## src/hw/rtl/eti_fa_pkg.sv

```systemverilog
// ----------------------------------------------------------------------------
// ETI frame assembler package
// Shared types, constants and helper functions of the ETI frame assembler.
// ----------------------------------------------------------------------------
`default_nettype none

package eti_fa_pkg;

  // Largest frame, in bytes, that the assembler accepts.
  localparam int unsigned MaxFrameBytes = 6144;

  // Width of frame byte counts and positions.
  localparam int unsigned TotW = 14;
  localparam int unsigned PosW = 13;
  localparam int unsigned FlW  = 12;

  // Depth of the command queue between front and back.
  localparam int unsigned QDepth = 4;
  localparam int unsigned QAw    = $clog2(QDepth);

  // Configuration register indexes.
  localparam logic [2:0] CFG_SCID  = 3'd0;
  localparam logic [2:0] CFG_SAD   = 3'd1;
  localparam logic [2:0] CFG_TPL   = 3'd2;
  localparam logic [2:0] CFG_STL   = 3'd3;
  localparam logic [2:0] CFG_MID   = 3'd4;
  localparam logic [2:0] CFG_FICL  = 3'd5;
  localparam logic [2:0] CFG_SYNCE = 3'd6;
  localparam logic [2:0] CFG_SYNCO = 3'd7;

  // Byte slots of one expanded request: header, data byte, trailer.
  localparam logic [4:0] SLOT_ERR    = 5'd0;
  localparam logic [4:0] SLOT_FS0    = 5'd1;
  localparam logic [4:0] SLOT_FS1    = 5'd2;
  localparam logic [4:0] SLOT_FS2    = 5'd3;
  localparam logic [4:0] SLOT_FCT    = 5'd4;
  localparam logic [4:0] SLOT_FICF   = 5'd5;
  localparam logic [4:0] SLOT_FPFL   = 5'd6;
  localparam logic [4:0] SLOT_FLLO   = 5'd7;
  localparam logic [4:0] SLOT_STC0   = 5'd8;
  localparam logic [4:0] SLOT_STC1   = 5'd9;
  localparam logic [4:0] SLOT_STC2   = 5'd10;
  localparam logic [4:0] SLOT_STC3   = 5'd11;
  localparam logic [4:0] SLOT_MNSC0  = 5'd12;
  localparam logic [4:0] SLOT_MNSC1  = 5'd13;
  localparam logic [4:0] SLOT_HCRC0  = 5'd14;
  localparam logic [4:0] SLOT_HCRC1  = 5'd15;
  localparam logic [4:0] SLOT_DATA   = 5'd16;
  localparam logic [4:0] SLOT_MCRC0  = 5'd17;
  localparam logic [4:0] SLOT_MCRC1  = 5'd18;
  localparam logic [4:0] SLOT_TIST3  = 5'd24;

  localparam logic [7:0]  FCT_LAST = 8'd249;
  localparam logic [15:0] CRC_INIT = 16'hFFFF;
  localparam logic [15:0] CRC_POLY = 16'h1021;

  typedef struct packed {
    logic [5:0]  scid;
    logic [9:0]  sad;
    logic [5:0]  tpl;
    logic [9:0]  stl;
    logic [1:0]  mid;
    logic [5:0]  ficl;
    logic [23:0] sync_even;
    logic [23:0] sync_odd;
  } cfg_t;

  typedef struct packed {
    logic [7:0]  data;
    logic        err;
    logic        hdr;
    logic        last;
    logic [7:0]  fct;
    logic [2:0]  fp;
    logic [15:0] mst;
  } cmd_t;

  // One byte of CRC-16-CCITT, MSB first.
  function automatic logic [15:0] crc_byte(input logic [15:0] crc, input logic [7:0] b);
    logic [15:0] c;
    c = crc ^ {b, 8'h00};
    for (int i = 0; i < 8; i++) begin
      c = c[15] ? ({c[14:0], 1'b0} ^ CRC_POLY) : {c[14:0], 1'b0};
    end
    return c;
  endfunction

  // Frame length field FL in 32-bit words.
  function automatic logic [FlW-1:0] frame_len(input logic [5:0] ficl, input logic [9:0] stl);
    return FlW'(2) + {6'd0, ficl} + {1'b0, stl, 1'b0};
  endfunction

endpackage

`default_nettype wire

```

## src/hw/rtl/eti_fa_if.sv

```systemverilog
// ----------------------------------------------------------------------------
// ETI frame assembler stream interfaces
// Valid/ready channels for input bytes and output frame bytes.
// ----------------------------------------------------------------------------
`default_nettype none

interface eti_fa_in_if;
  logic       valid;
  logic       ready;
  logic [7:0] data_byte;

  modport source (output valid, output data_byte, input ready);
  modport sink   (input valid, input data_byte, output ready);
endinterface

interface eti_fa_out_if;
  logic       valid;
  logic       ready;
  logic [7:0] out_byte;
  logic       run_last;
  logic       frame_end;
  logic       config_error;

  modport source (output valid, output out_byte, output run_last, output frame_end,
                  output config_error, input ready);
  modport sink   (input valid, input out_byte, input run_last, input frame_end,
                  input config_error, output ready);
endinterface

`default_nettype wire

```

## src/hw/rtl/eti_fa_front.sv

```systemverilog
// ----------------------------------------------------------------------------
// ETI frame assembler front end
// Classifies each input byte, tracks frame position, MST CRC and counters.
// ----------------------------------------------------------------------------
`default_nettype none

module eti_fa_front (
  input  wire                logic clk_i,
  input  wire                logic rst_ni,
  input  eti_fa_pkg::cfg_t   cfg_i,
  input  wire                logic       in_valid_i,
  input  wire                logic [7:0] in_data_i,
  output logic               in_ready_o,
  input  wire                logic       q_full_i,
  output logic               q_push_o,
  output eti_fa_pkg::cmd_t   q_cmd_o
);
  import eti_fa_pkg::*;

  logic [PosW-1:0] pos_q, pos_d;
  logic [15:0]     crc_q, crc_d;
  logic [7:0]      fct_q, fct_d;
  logic [2:0]      fp_q, fp_d;

  logic [FlW-1:0]  fl;
  logic [TotW-1:0] frame_bytes, total;
  logic            bad, first, last, take;
  logic [15:0]     crc_new;

  assign fl          = frame_len(cfg_i.ficl, cfg_i.stl);
  assign frame_bytes = {fl, 2'b00} + TotW'(16);
  assign total       = {6'd0, cfg_i.ficl, 2'b00} + {1'b0, cfg_i.stl, 3'b000};
  assign bad         = (cfg_i.stl == '0) || (frame_bytes > TotW'(MaxFrameBytes));
  assign first       = (pos_q == '0);
  assign last        = ({1'b0, pos_q} + TotW'(1)) >= total;
  assign crc_new     = crc_byte(first ? CRC_INIT : crc_q, in_data_i);

  assign in_ready_o = !q_full_i;
  assign take       = in_valid_i && in_ready_o;
  assign q_push_o   = take;

  always_comb begin
    q_cmd_o.data = in_data_i;
    q_cmd_o.err  = bad;
    q_cmd_o.hdr  = first;
    q_cmd_o.last = last;
    q_cmd_o.fct  = fct_q;
    q_cmd_o.fp   = fp_q;
    q_cmd_o.mst  = crc_new;
  end

  always_comb begin
    pos_d = pos_q;
    crc_d = crc_q;
    fct_d = fct_q;
    fp_d  = fp_q;
    if (take && !bad) begin
      if (last) begin
        pos_d = '0;
        crc_d = CRC_INIT;
        fct_d = (fct_q >= FCT_LAST) ? 8'd0 : fct_q + 8'd1;
        fp_d  = fp_q + 3'd1;
      end else begin
        pos_d = pos_q + PosW'(1);
        crc_d = crc_new;
      end
    end
  end

  always_ff @(posedge clk_i or negedge rst_ni) begin
    if (!rst_ni) begin
      pos_q <= '0;
      crc_q <= CRC_INIT;
      fct_q <= '0;
      fp_q  <= '0;
    end else begin
      pos_q <= pos_d;
      crc_q <= crc_d;
      fct_q <= fct_d;
      fp_q  <= fp_d;
    end
  end

endmodule

`default_nettype wire

```

## src/hw/rtl/eti_fa_queue.sv

```systemverilog
// ----------------------------------------------------------------------------
// ETI frame assembler command queue
// Small register FIFO that decouples the front end from the back end.
// ----------------------------------------------------------------------------
`default_nettype none

module eti_fa_queue (
  input  wire               logic clk_i,
  input  wire               logic rst_ni,
  input  wire               logic push_i,
  input  eti_fa_pkg::cmd_t  push_cmd_i,
  input  wire               logic pop_i,
  output eti_fa_pkg::cmd_t  head_o,
  output logic              empty_o,
  output logic              full_o
);
  import eti_fa_pkg::*;

  cmd_t           mem_q [QDepth];
  logic [QAw-1:0] wr_q, rd_q;
  logic [QAw:0]   cnt_q;

  assign empty_o = (cnt_q == '0);
  assign full_o  = (cnt_q == (QAw+1)'(QDepth));
  assign head_o  = mem_q[rd_q];

  always_ff @(posedge clk_i) begin
    if (push_i) begin
      mem_q[wr_q] <= push_cmd_i;
    end
  end

  always_ff @(posedge clk_i or negedge rst_ni) begin
    if (!rst_ni) begin
      wr_q  <= '0;
      rd_q  <= '0;
      cnt_q <= '0;
    end else begin
      if (push_i) begin
        wr_q <= wr_q + QAw'(1);
      end
      if (pop_i) begin
        rd_q <= rd_q + QAw'(1);
      end
      if (push_i && !pop_i) begin
        cnt_q <= cnt_q + (QAw+1)'(1);
      end else if (pop_i && !push_i) begin
        cnt_q <= cnt_q - (QAw+1)'(1);
      end
    end
  end

endmodule

`default_nettype wire

```

## src/hw/rtl/eti_fa_back.sv

```systemverilog
// ----------------------------------------------------------------------------
// ETI frame assembler back end
// Expands each queued request into header, data and trailer bytes.
// ----------------------------------------------------------------------------
`default_nettype none

module eti_fa_back (
  input  wire               logic clk_i,
  input  wire               logic rst_ni,
  input  eti_fa_pkg::cfg_t  cfg_i,
  input  eti_fa_pkg::cmd_t  cmd_i,
  input  wire               logic q_empty_i,
  output logic              q_pop_o,
  output logic              out_valid_o,
  input  wire               logic out_ready_i,
  output logic [7:0]        out_byte_o,
  output logic              run_last_o,
  output logic              frame_end_o,
  output logic              config_error_o
);
  import eti_fa_pkg::*;

  logic [4:0]     slot_q, slot_d, slot;
  logic           busy_q, busy_d;
  logic [15:0]    hcrc_q, hcrc_d;
  logic           vld_q, vld_d;
  logic [7:0]     byte_q, byte_d;
  logic           rl_q, rl_d, fe_q, fe_d, ce_q, ce_d;

  logic           adv;
  logic [FlW-1:0] fl;
  logic [23:0]    fs;
  logic [7:0]     cur;

  assign fl   = frame_len(cfg_i.ficl, cfg_i.stl);
  assign fs   = cmd_i.fct[0] ? cfg_i.sync_odd : cfg_i.sync_even;
  assign slot = busy_q ? slot_q : (cmd_i.hdr ? SLOT_ERR : SLOT_DATA);
  assign adv  = !q_empty_i && (!vld_q || out_ready_i);

  // Byte that the current slot puts out.
  always_comb begin
    unique case (slot) inside
      SLOT_FS0:               cur = fs[23:16];
      SLOT_FS1:               cur = fs[15:8];
      SLOT_FS2:               cur = fs[7:0];
      SLOT_FCT:               cur = cmd_i.fct;
      SLOT_FICF:              cur = 8'h81;
      SLOT_FPFL:              cur = {cmd_i.fp, cfg_i.mid, fl[10:8]};
      SLOT_FLLO:              cur = fl[7:0];
      SLOT_STC0:              cur = {cfg_i.scid, cfg_i.sad[9:8]};
      SLOT_STC1:              cur = cfg_i.sad[7:0];
      SLOT_STC2:              cur = {cfg_i.tpl, cfg_i.stl[9:8]};
      SLOT_STC3:              cur = cfg_i.stl[7:0];
      SLOT_MNSC0, SLOT_MNSC1: cur = 8'h00;
      SLOT_HCRC0:             cur = ~hcrc_q[15:8];
      SLOT_HCRC1:             cur = ~hcrc_q[7:0];
      SLOT_DATA:              cur = cmd_i.data;
      SLOT_MCRC0:             cur = ~cmd_i.mst[15:8];
      SLOT_MCRC1:             cur = ~cmd_i.mst[7:0];
      default:                cur = 8'hFF;
    endcase
  end

  always_comb begin
    slot_d  = slot_q;
    busy_d  = busy_q;
    hcrc_d  = hcrc_q;
    vld_d   = vld_q && !out_ready_i;
    byte_d  = byte_q;
    rl_d    = rl_q;
    fe_d    = fe_q;
    ce_d    = ce_q;
    q_pop_o = 1'b0;
    if (adv) begin
      vld_d = 1'b1;
      if (cmd_i.err) begin
        byte_d  = 8'h00;
        rl_d    = 1'b1;
        fe_d    = 1'b0;
        ce_d    = 1'b1;
        q_pop_o = 1'b1;
        busy_d  = 1'b0;
      end else begin
        byte_d = cur;
        ce_d   = 1'b0;
        fe_d   = (slot == SLOT_TIST3);
        rl_d   = (slot == SLOT_TIST3) || (slot == SLOT_DATA && !cmd_i.last);
        if (slot >= SLOT_FCT && slot <= SLOT_MNSC1) begin
          hcrc_d = crc_byte((slot == SLOT_FCT) ? CRC_INIT : hcrc_q, cur);
        end
        if (rl_d) begin
          q_pop_o = 1'b1;
          busy_d  = 1'b0;
        end else begin
          slot_d = slot + 5'd1;
          busy_d = 1'b1;
        end
      end
    end
  end

  always_ff @(posedge clk_i or negedge rst_ni) begin
    if (!rst_ni) begin
      slot_q <= '0;
      busy_q <= 1'b0;
      vld_q  <= 1'b0;
    end else begin
      slot_q <= slot_d;
      busy_q <= busy_d;
      vld_q  <= vld_d;
    end
  end

  always_ff @(posedge clk_i) begin
    hcrc_q <= hcrc_d;
    byte_q <= byte_d;
    rl_q   <= rl_d;
    fe_q   <= fe_d;
    ce_q   <= ce_d;
  end

  assign out_valid_o    = vld_q;
  assign out_byte_o     = byte_q;
  assign run_last_o     = rl_q;
  assign frame_end_o    = fe_q;
  assign config_error_o = ce_q;

endmodule

`default_nettype wire

```

## src/hw/rtl/eti_frame_assembler_core.sv

```systemverilog
// ----------------------------------------------------------------------------
// ETI(NI) frame assembler core
// Builds single-subchannel ETI(NI) frames from a stream of FIC and payload bytes.
// ----------------------------------------------------------------------------
// The core takes one input byte per request on in_i: first the FIC bytes of a
// frame (fic_words * 4), then its subchannel payload (stream_length_units * 8).
// The first byte of a frame produces the 16 header bytes (ERR, FSYNC, FC, STC,
// MNSC, header CRC) followed by the byte itself; the last payload byte is
// followed by the MST CRC, RFU and TIST, the final TIST byte carrying
// frame_end. Every other byte passes straight through. A zero stream length
// or a frame above 6144 bytes makes each input produce one config_error result
// and leaves the frame state untouched. The front end accepts one byte per
// clock while a four-entry request queue has room; the back end sequencer
// emits one output byte per clock while the sink is ready, so an input yields
// 1, 9 or 17 output bytes; the input stalls only when the queue is full, after
// a header or trailer burst or a sink stall. Inputs are queued, then registered
// as output bytes. Configuration is written through cfg_we_i / cfg_idx_i /
// cfg_data_i and must only change while no frame bytes are in flight.
// ----------------------------------------------------------------------------
`default_nettype none

module eti_frame_assembler_core (
  input  wire         logic        clk_i,
  input  wire         logic        rst_ni,
  input  wire         logic        cfg_we_i,
  input  wire         logic [2:0]  cfg_idx_i,
  input  wire         logic [23:0] cfg_data_i,
  eti_fa_in_if.sink   in_i,
  eti_fa_out_if.source out_o
);
  import eti_fa_pkg::*;

  // Configuration register file. Fields are truncated to their own widths.
  cfg_t cfg_q, cfg_d;

  always_comb begin
    cfg_d = cfg_q;
    if (cfg_we_i) begin
      unique case (cfg_idx_i)
        CFG_SCID:  cfg_d.scid      = cfg_data_i[5:0];
        CFG_SAD:   cfg_d.sad       = cfg_data_i[9:0];
        CFG_TPL:   cfg_d.tpl       = cfg_data_i[5:0];
        CFG_STL:   cfg_d.stl       = cfg_data_i[9:0];
        CFG_MID:   cfg_d.mid       = cfg_data_i[1:0];
        CFG_FICL:  cfg_d.ficl      = cfg_data_i[5:0];
        CFG_SYNCE: cfg_d.sync_even = cfg_data_i;
        CFG_SYNCO: cfg_d.sync_odd  = cfg_data_i;
        default:   cfg_d = cfg_q;
      endcase
    end
  end

  always_ff @(posedge clk_i or negedge rst_ni) begin
    if (!rst_ni) begin
      cfg_q.scid      <= 6'd0;
      cfg_q.sad       <= 10'd0;
      cfg_q.tpl       <= 6'd0;
      cfg_q.stl       <= 10'd0;
      cfg_q.mid       <= 2'd1;
      cfg_q.ficl      <= 6'd24;
      cfg_q.sync_even <= 24'h073AB6;
      cfg_q.sync_odd  <= 24'hF8C549;
    end else begin
      cfg_q <= cfg_d;
    end
  end

  // Requests flow front end -> queue -> back end.
  cmd_t push_cmd, head_cmd;
  logic push, pop, q_empty, q_full;

  eti_fa_front u_front (
    .clk_i      (clk_i),
    .rst_ni     (rst_ni),
    .cfg_i      (cfg_q),
    .in_valid_i (in_i.valid),
    .in_data_i  (in_i.data_byte),
    .in_ready_o (in_i.ready),
    .q_full_i   (q_full),
    .q_push_o   (push),
    .q_cmd_o    (push_cmd)
  );

  eti_fa_queue u_queue (
    .clk_i      (clk_i),
    .rst_ni     (rst_ni),
    .push_i     (push),
    .push_cmd_i (push_cmd),
    .pop_i      (pop),
    .head_o     (head_cmd),
    .empty_o    (q_empty),
    .full_o     (q_full)
  );

  // The back end's output register separates the queue from the sink, so while
  // a finished result waits, the front end takes bytes until the queue is full.
  eti_fa_back u_back (
    .clk_i          (clk_i),
    .rst_ni         (rst_ni),
    .cfg_i          (cfg_q),
    .cmd_i          (head_cmd),
    .q_empty_i      (q_empty),
    .q_pop_o        (pop),
    .out_valid_o    (out_o.valid),
    .out_ready_i    (out_o.ready),
    .out_byte_o     (out_o.out_byte),
    .run_last_o     (out_o.run_last),
    .frame_end_o    (out_o.frame_end),
    .config_error_o (out_o.config_error)
  );

endmodule

`default_nettype wire
```

## src/flat_wrapper.sv

```systemverilog
// flat-port wrapper written by rule: the top's interface ports become plain ports
module eti_frame_assembler_core_flat import eti_fa_pkg::*;
  (clk_i, rst_ni, cfg_we_i, cfg_idx_i, cfg_data_i, in_i_valid, in_i_data_byte, in_i_ready, out_o_valid, out_o_out_byte, out_o_run_last, out_o_frame_end, out_o_config_error, out_o_ready);
  eti_fa_in_if in_i_i ();
  eti_fa_out_if out_o_i ();
  input  wire         logic clk_i;
  input  wire         logic rst_ni;
  input  wire         logic cfg_we_i;
  input  wire         logic [2:0] cfg_idx_i;
  input  wire         logic [23:0] cfg_data_i;
  input wire logic [$bits(in_i_i.valid)-1:0] in_i_valid;
  input wire logic [$bits(in_i_i.data_byte)-1:0] in_i_data_byte;
  output wire logic [$bits(in_i_i.ready)-1:0] in_i_ready;
  output wire logic [$bits(out_o_i.valid)-1:0] out_o_valid;
  output wire logic [$bits(out_o_i.out_byte)-1:0] out_o_out_byte;
  output wire logic [$bits(out_o_i.run_last)-1:0] out_o_run_last;
  output wire logic [$bits(out_o_i.frame_end)-1:0] out_o_frame_end;
  output wire logic [$bits(out_o_i.config_error)-1:0] out_o_config_error;
  input wire logic [$bits(out_o_i.ready)-1:0] out_o_ready;
  assign in_i_i.valid = in_i_valid;
  assign in_i_i.data_byte = in_i_data_byte;
  assign in_i_ready = in_i_i.ready;
  assign out_o_valid = out_o_i.valid;
  assign out_o_out_byte = out_o_i.out_byte;
  assign out_o_run_last = out_o_i.run_last;
  assign out_o_frame_end = out_o_i.frame_end;
  assign out_o_config_error = out_o_i.config_error;
  assign out_o_i.ready = out_o_ready;
  eti_frame_assembler_core u_core (.clk_i(clk_i), .rst_ni(rst_ni), .cfg_we_i(cfg_we_i), .cfg_idx_i(cfg_idx_i), .cfg_data_i(cfg_data_i), .in_i(in_i_i), .out_o(out_o_i));
endmodule
```

## config.mk

```make
export PLATFORM = sky130hd
export DESIGN_NAME = eti_frame_assembler_core_flat
export DESIGN_NICKNAME = d
export VERILOG_FILES = /design/src/hw/rtl/eti_fa_pkg.sv /design/src/hw/rtl/eti_fa_if.sv /design/src/hw/rtl/eti_fa_front.sv /design/src/hw/rtl/eti_fa_queue.sv /design/src/hw/rtl/eti_fa_back.sv /design/src/hw/rtl/eti_frame_assembler_core.sv /design/src/flat_wrapper.sv
export SDC_FILE = /design/constraint.sdc
export NUM_CORES = 1
export LEC_CHECK = 0
export ABC_AREA = 1
export BUFFER_PORTS_ARGS = -buffer_cell sky130_fd_sc_hd__buf_2
export CAP_MARGIN = 25
export CORE_MARGIN = 5
export CORE_UTILIZATION = 55
export DETAILED_ROUTE_END_ITERATION = 12
export PLACE_DENSITY = 0.81
export SETUP_SLACK_MARGIN = 0.3
export SYNTH_ARGS = -nofsm -noshare
export SYNTH_HDL_FRONTEND = slang
export SYNTH_SLANG_ARGS = --single-unit
```

## constraint.sdc

```tcl
create_clock -name clk_i -period 3.4 [get_ports clk_i]
set_input_delay 0.17 -clock clk_i [delete_from_list [all_inputs] [get_ports clk_i]]
set_output_delay 0.17 -clock clk_i [all_outputs]
set_load 0.005 [all_outputs]
```

==> run_results.csv <==
group,metric,value,unit
routing,drt-initial-drc-count,1449,
cts,cts_max_path_buffers,3,
yosys,ys_warn_count,0,
job,cap_violations,0,
cts,clkLatencyLatePin,0.53,ns
power_and_ir_drop,pwr_density_cell,982,nW/um^2
yosys,syn_area,16500,sq um
worst_setup_path,endpoint,"u_core.u_front.fp_q[1]$_DFFE_PN0P_",
yosys,synth_nets,1971,
floorplanning,start_util,0.558,
floorplanning,die_h,183,um
routing,routed.top_layer,"met4",
grt,first_global_vias,13340,
power_and_ir_drop,power.share.clock,0.196,
layout,final_common_cell,"nand2_1",
grt,grt-ovfl-total,0,
grt,grt_max_degree,78,
floorplanning,coreArea,29600,sq um
worst_hold_path,hold_path_class,"in2reg",
cts,cts_made_buffers,36,
worst_setup_path,critPathLaunchType,"flip-flop",
grt,globalRouteTotalUtil,0.260,
worst_setup_path,setup.worst_path.start,"u_core.u_front.pos_q[2]$_DFFE_PN0P_",
cts,cts.sinks,321,
grt,grt_pass1_wl,69.8,mm
routing,routed_via_density,5.77,
routing,ant_nets,0,
power_and_ir_drop,intPower,11.2,mW
power_and_ir_drop,peakVddDrop,865,uV
cts,tritoncts,"done",
power_and_ir_drop,p_sw_frac,0.427,
worst_setup_path,r2r_slack,0.08,ns
layout,fillers,2176,
sta,finalHoldViolations,0,
cts,htreeDepth,2,
sta,period_share,0.978,
routing,met1_length,17.8,mm
layout,utilization,0.669,
placed_design,dp.final_hpwl,29.6,mm
sta,fmax,301,MHz
placed_design,port_buffers,52,
worst_setup_path,timing.rr.start,"u_core.u_front.pos_q[2]$_DFFE_PN0P_",
cts,root_buffer,"clkbuf_16",
yosys,synth_area_per_cell,8.77,sq um
yosys,synth-edff-count,179,
grt,antenna_found_initial,1,
status,status,"complete, no violations",
layout,area_delta_synth_final,20.0,%
yosys,synth_cells,1887,
floorplanning,fp.dieW,183,um
worst_setup_path,r2r_end,"u_core.u_front.fp_q[1]$_DFFE_PN0P_",
layout,layout.nets,2104,
power_and_ir_drop,p_leak,8.75,nW
yosys,synthArstFlopShare,0.442,
routing,met2WireLength,22.7,mm
routing,wl_met3,4.31,mm
floorplanning,dieArea,33600,sq um
layout,diodes,0,
sta,final_max_slew_viol_count,0,
routing,vias,14064,
power_and_ir_drop,p_comb_frac,0.470,
floorplanning,placementRows,63,
placed_design,gp_congestion,1.01,
routing,routed_wl,46.8,mm
yosys,ys_seq_elements,321,
power_and_ir_drop,p_sw,8.32,mW
sta,slew_headroom,0.418,
power_and_ir_drop,pwr-share-seq,0.333,
sta,period_minus_slack,3.32,ns
routing,drc,0,
sta,rsz0062_at_grt,"yes",
worst_setup_path,crit_path_end_kind,"flip-flop",
floorplanning,design.portCount,53,
sta,hold_ws,0.0994,ns
routing,first_pass_iters,6,
sta,setup_viol_count_final,0,
layout,drive_gt1_frac,0.204,
worst_setup_path,critical_path_class,"reg2reg",
yosys,synth.distinct_cells,44,
sta,worst_clock_skew,0.0182,ns
worst_setup_path,required,3.82,ns
worst_setup_path,reg2regPathDepth,24,
worst_setup_path,critPathArrivalTime,3.74,ns
yosys,seq_area_frac_synth,0.543,
layout,final_cell_mix,"nand2_1 (471), edfxtp_1 (179), nor2_1 (175), inv_1 (157), nand3_1 (144)",
routing,wl_per_cell,19.2,um
yosys,ys.flop_type,"edfxtp_1",
worst_setup_path,critPathMaxFanout,6,
cts,path_clk_slew,0.06,ns
sta,tightest_slew,0.872,ns
## power by group through the flow
| stage | combinational (mW) | clock, mW | sequential [mW] |
|---|---|---|---|
| detailed placement | 7.77 | 0 | 6.51 |
| global placement | 7.44 | 0 | 6.46 |
| floorplan | 5.64 | 0 | 6.38 |
| CTS | 8.09 | 3.85 | 6.45 |
| global route | 9.98 | 4.05 | 6.59 |
| finish | 9.17 | 3.83 | 6.50 |
## worst max-delay path: stages (launching register included)
cell       delay, ns
dfrtp_1         0.39
inv_2           0.06
nor3_2          0.18
inv_1           0.08
nor2_1          0.14
inv_1           0.08
nor2_1          0.12
inv_1           0.09
nor2_4          0.12
nand3_4         0.11
nor2_4          0.15
xor2_2          0.20
ha_1            0.29
a21oi_1         0.15
o21ai_1         0.08
nand2_1         0.08
o2111ai_2       0.09
a21oi_2         0.17
inv_2           0.10
nand4_1         0.10
buf_6           0.17
buf_12          0.14
inv_4           0.03
nand2_2         0.05
nand2_1         0.04
## worst min path at each step
| stage | startpoint | endpoint | slack [ns] | depth (start not counted) |
|---|---|---|---|---|
| floorplan | rst_ni | u_core.cfg_q[11]$_DFFE_PN0P_ | -0.13 | 0 |
| global placement | rst_ni | u_core.cfg_q[27]$_DFFE_PN0P_ | 0.22 | 1 |
| detailed placement | rst_ni | u_core.cfg_q[59]$_DFFE_PN0P_ | 0.24 | 1 |
| CTS | cfg_idx_i[1] | u_core.cfg_q[54]$_DFFE_PN1P_ | 0.08 | 4 |
| global route | cfg_idx_i[1] | u_core.cfg_q[3]$_DFFE_PN1P_ | 0.12 | 5 |
| finish | cfg_idx_i[1] | u_core.cfg_q[54]$_DFFE_PN1P_ | 0.1 | 4 |
## repair_timing
item / in CTS / in global routing
gates resized for setup: 36 / 146
pin swaps: 19 / 46
endpoints found under the setup margin: 52 / 63
hold buffers: 32 / 0
setup buffers: 19 / 15
endpoints found under the hold margin: 120 / 0
gates cloned: 1 / 7
## routing by layer
| layer | vias to the layer above | track usage |
|---|---|---|
| met4 | 0 | 0.108 |
| met2 | 746 | 0.426 |
| met3 | 154 | 0.0528 |
| met5 | - | 0.00571 |
| li1 | 6516 | - |
| met1 | 6648 | 0.340 |
## kinds of logic after synthesis
family | count (synthesis) | synth area share
adder cells (fa/ha/maj) | 44 | 0.0346
buffers and inverters | 248 | 0.0640
AO/OA/AOI/OAI | 266 | 0.0843
flip-flops | 321 | 0.543
multiplexers | 2 | 0.00136
XOR/XNOR | 41 | 0.0226
AND/OR/NAND/NOR | 965 | 0.250
## sequential cells by signal, indices dropped and copies added, names as in the netlist
register,cells
u_core.cfg_q,88
u_core.u_back.busy_q,1
u_core.u_back.config_error_o,1
u_core.u_back.frame_end_o,1
u_core.u_back.hcrc_q,16
u_core.u_back.out_byte_o,8
u_core.u_back.out_valid_o,1
u_core.u_back.run_last_o,1
u_core.u_back.slot_q,5
u_core.u_front.crc_q,16
u_core.u_front.fct_q,8
u_core.u_front.fp_q,3
u_core.u_front.pos_q,13
u_core.u_queue.cnt_q,3
u_core.u_queue.mem_q,152
u_core.u_queue.rd_q,2
u_core.u_queue.wr_q,2
## through the flow
step / power (mW) / setup WS [ns] / setup TNS [ns] / instance area (sq um) / cells
floorplan: 12.0 / 0.345 / 0 / 16500 / 1887
global placement: 13.9 / 0.210 / 0 / 17300 / 2298
detailed placement: 14.3 / 0.0966 / 0 / 17300 / 2298
CTS: 18.4 / 0.236 / 0 / 19100 / 2415
global route: 20.6 / -0.0642 / -0.424 / 19800 / 2437
finish: 19.5 / 0.0756 / 0 / 19800 / 2437
## cells in the mapped netlist (3+ instances only)
library cell / instances / area [sq um]
buf_2: 23 / 115
dfstp_2: 43 / 1130
nand2_1: 501 / 1880
nand3_1: 164 / 821
o21ai_0: 157 / 786
inv_2: 7 / 26.3
ha_1: 41 / 513
xnor2_1: 12 / 105
nor2_1: 202 / 758
nand3b_1: 8 / 60.1
nand2_2: 10 / 62.6
o22ai_1: 20 / 125
fa_1: 3 / 60.1
o2111ai_1: 3 / 26.3
dfrtp_1: 99 / 2480
buf_4: 10 / 75.1
inv_1: 165 / 619
nor2_2: 14 / 87.6
buf_6: 8 / 90.1
a21oi_1: 47 / 235
nand4_1: 24 / 150
or2_2: 9 / 56.3
nor3_1: 13 / 65.1
edfxtp_1: 179 / 5380
xor2_1: 27 / 236
clkbuf_1: 33 / 124
o211ai_1: 3 / 22.5
nor4_1: 3 / 18.8
a31oi_1: 3 / 18.8
nand3_2: 8 / 80.1
o21ai_1: 29 / 145
## layout make-up
type	count	area, sq um	share of cell area
Inverter	172	651	0.0328
Sequential cell	321	8990	0.453
Timing Repair Buffer	170	1420	0.0714
Clock buffer	53	1020	0.0516
Tap cell	390	488	0.0246
Multi-Input combinational cell	1319	7140	0.360
Clock inverter	12	134	0.00675
No activity file was read; power rests on OpenSTA's default activity.
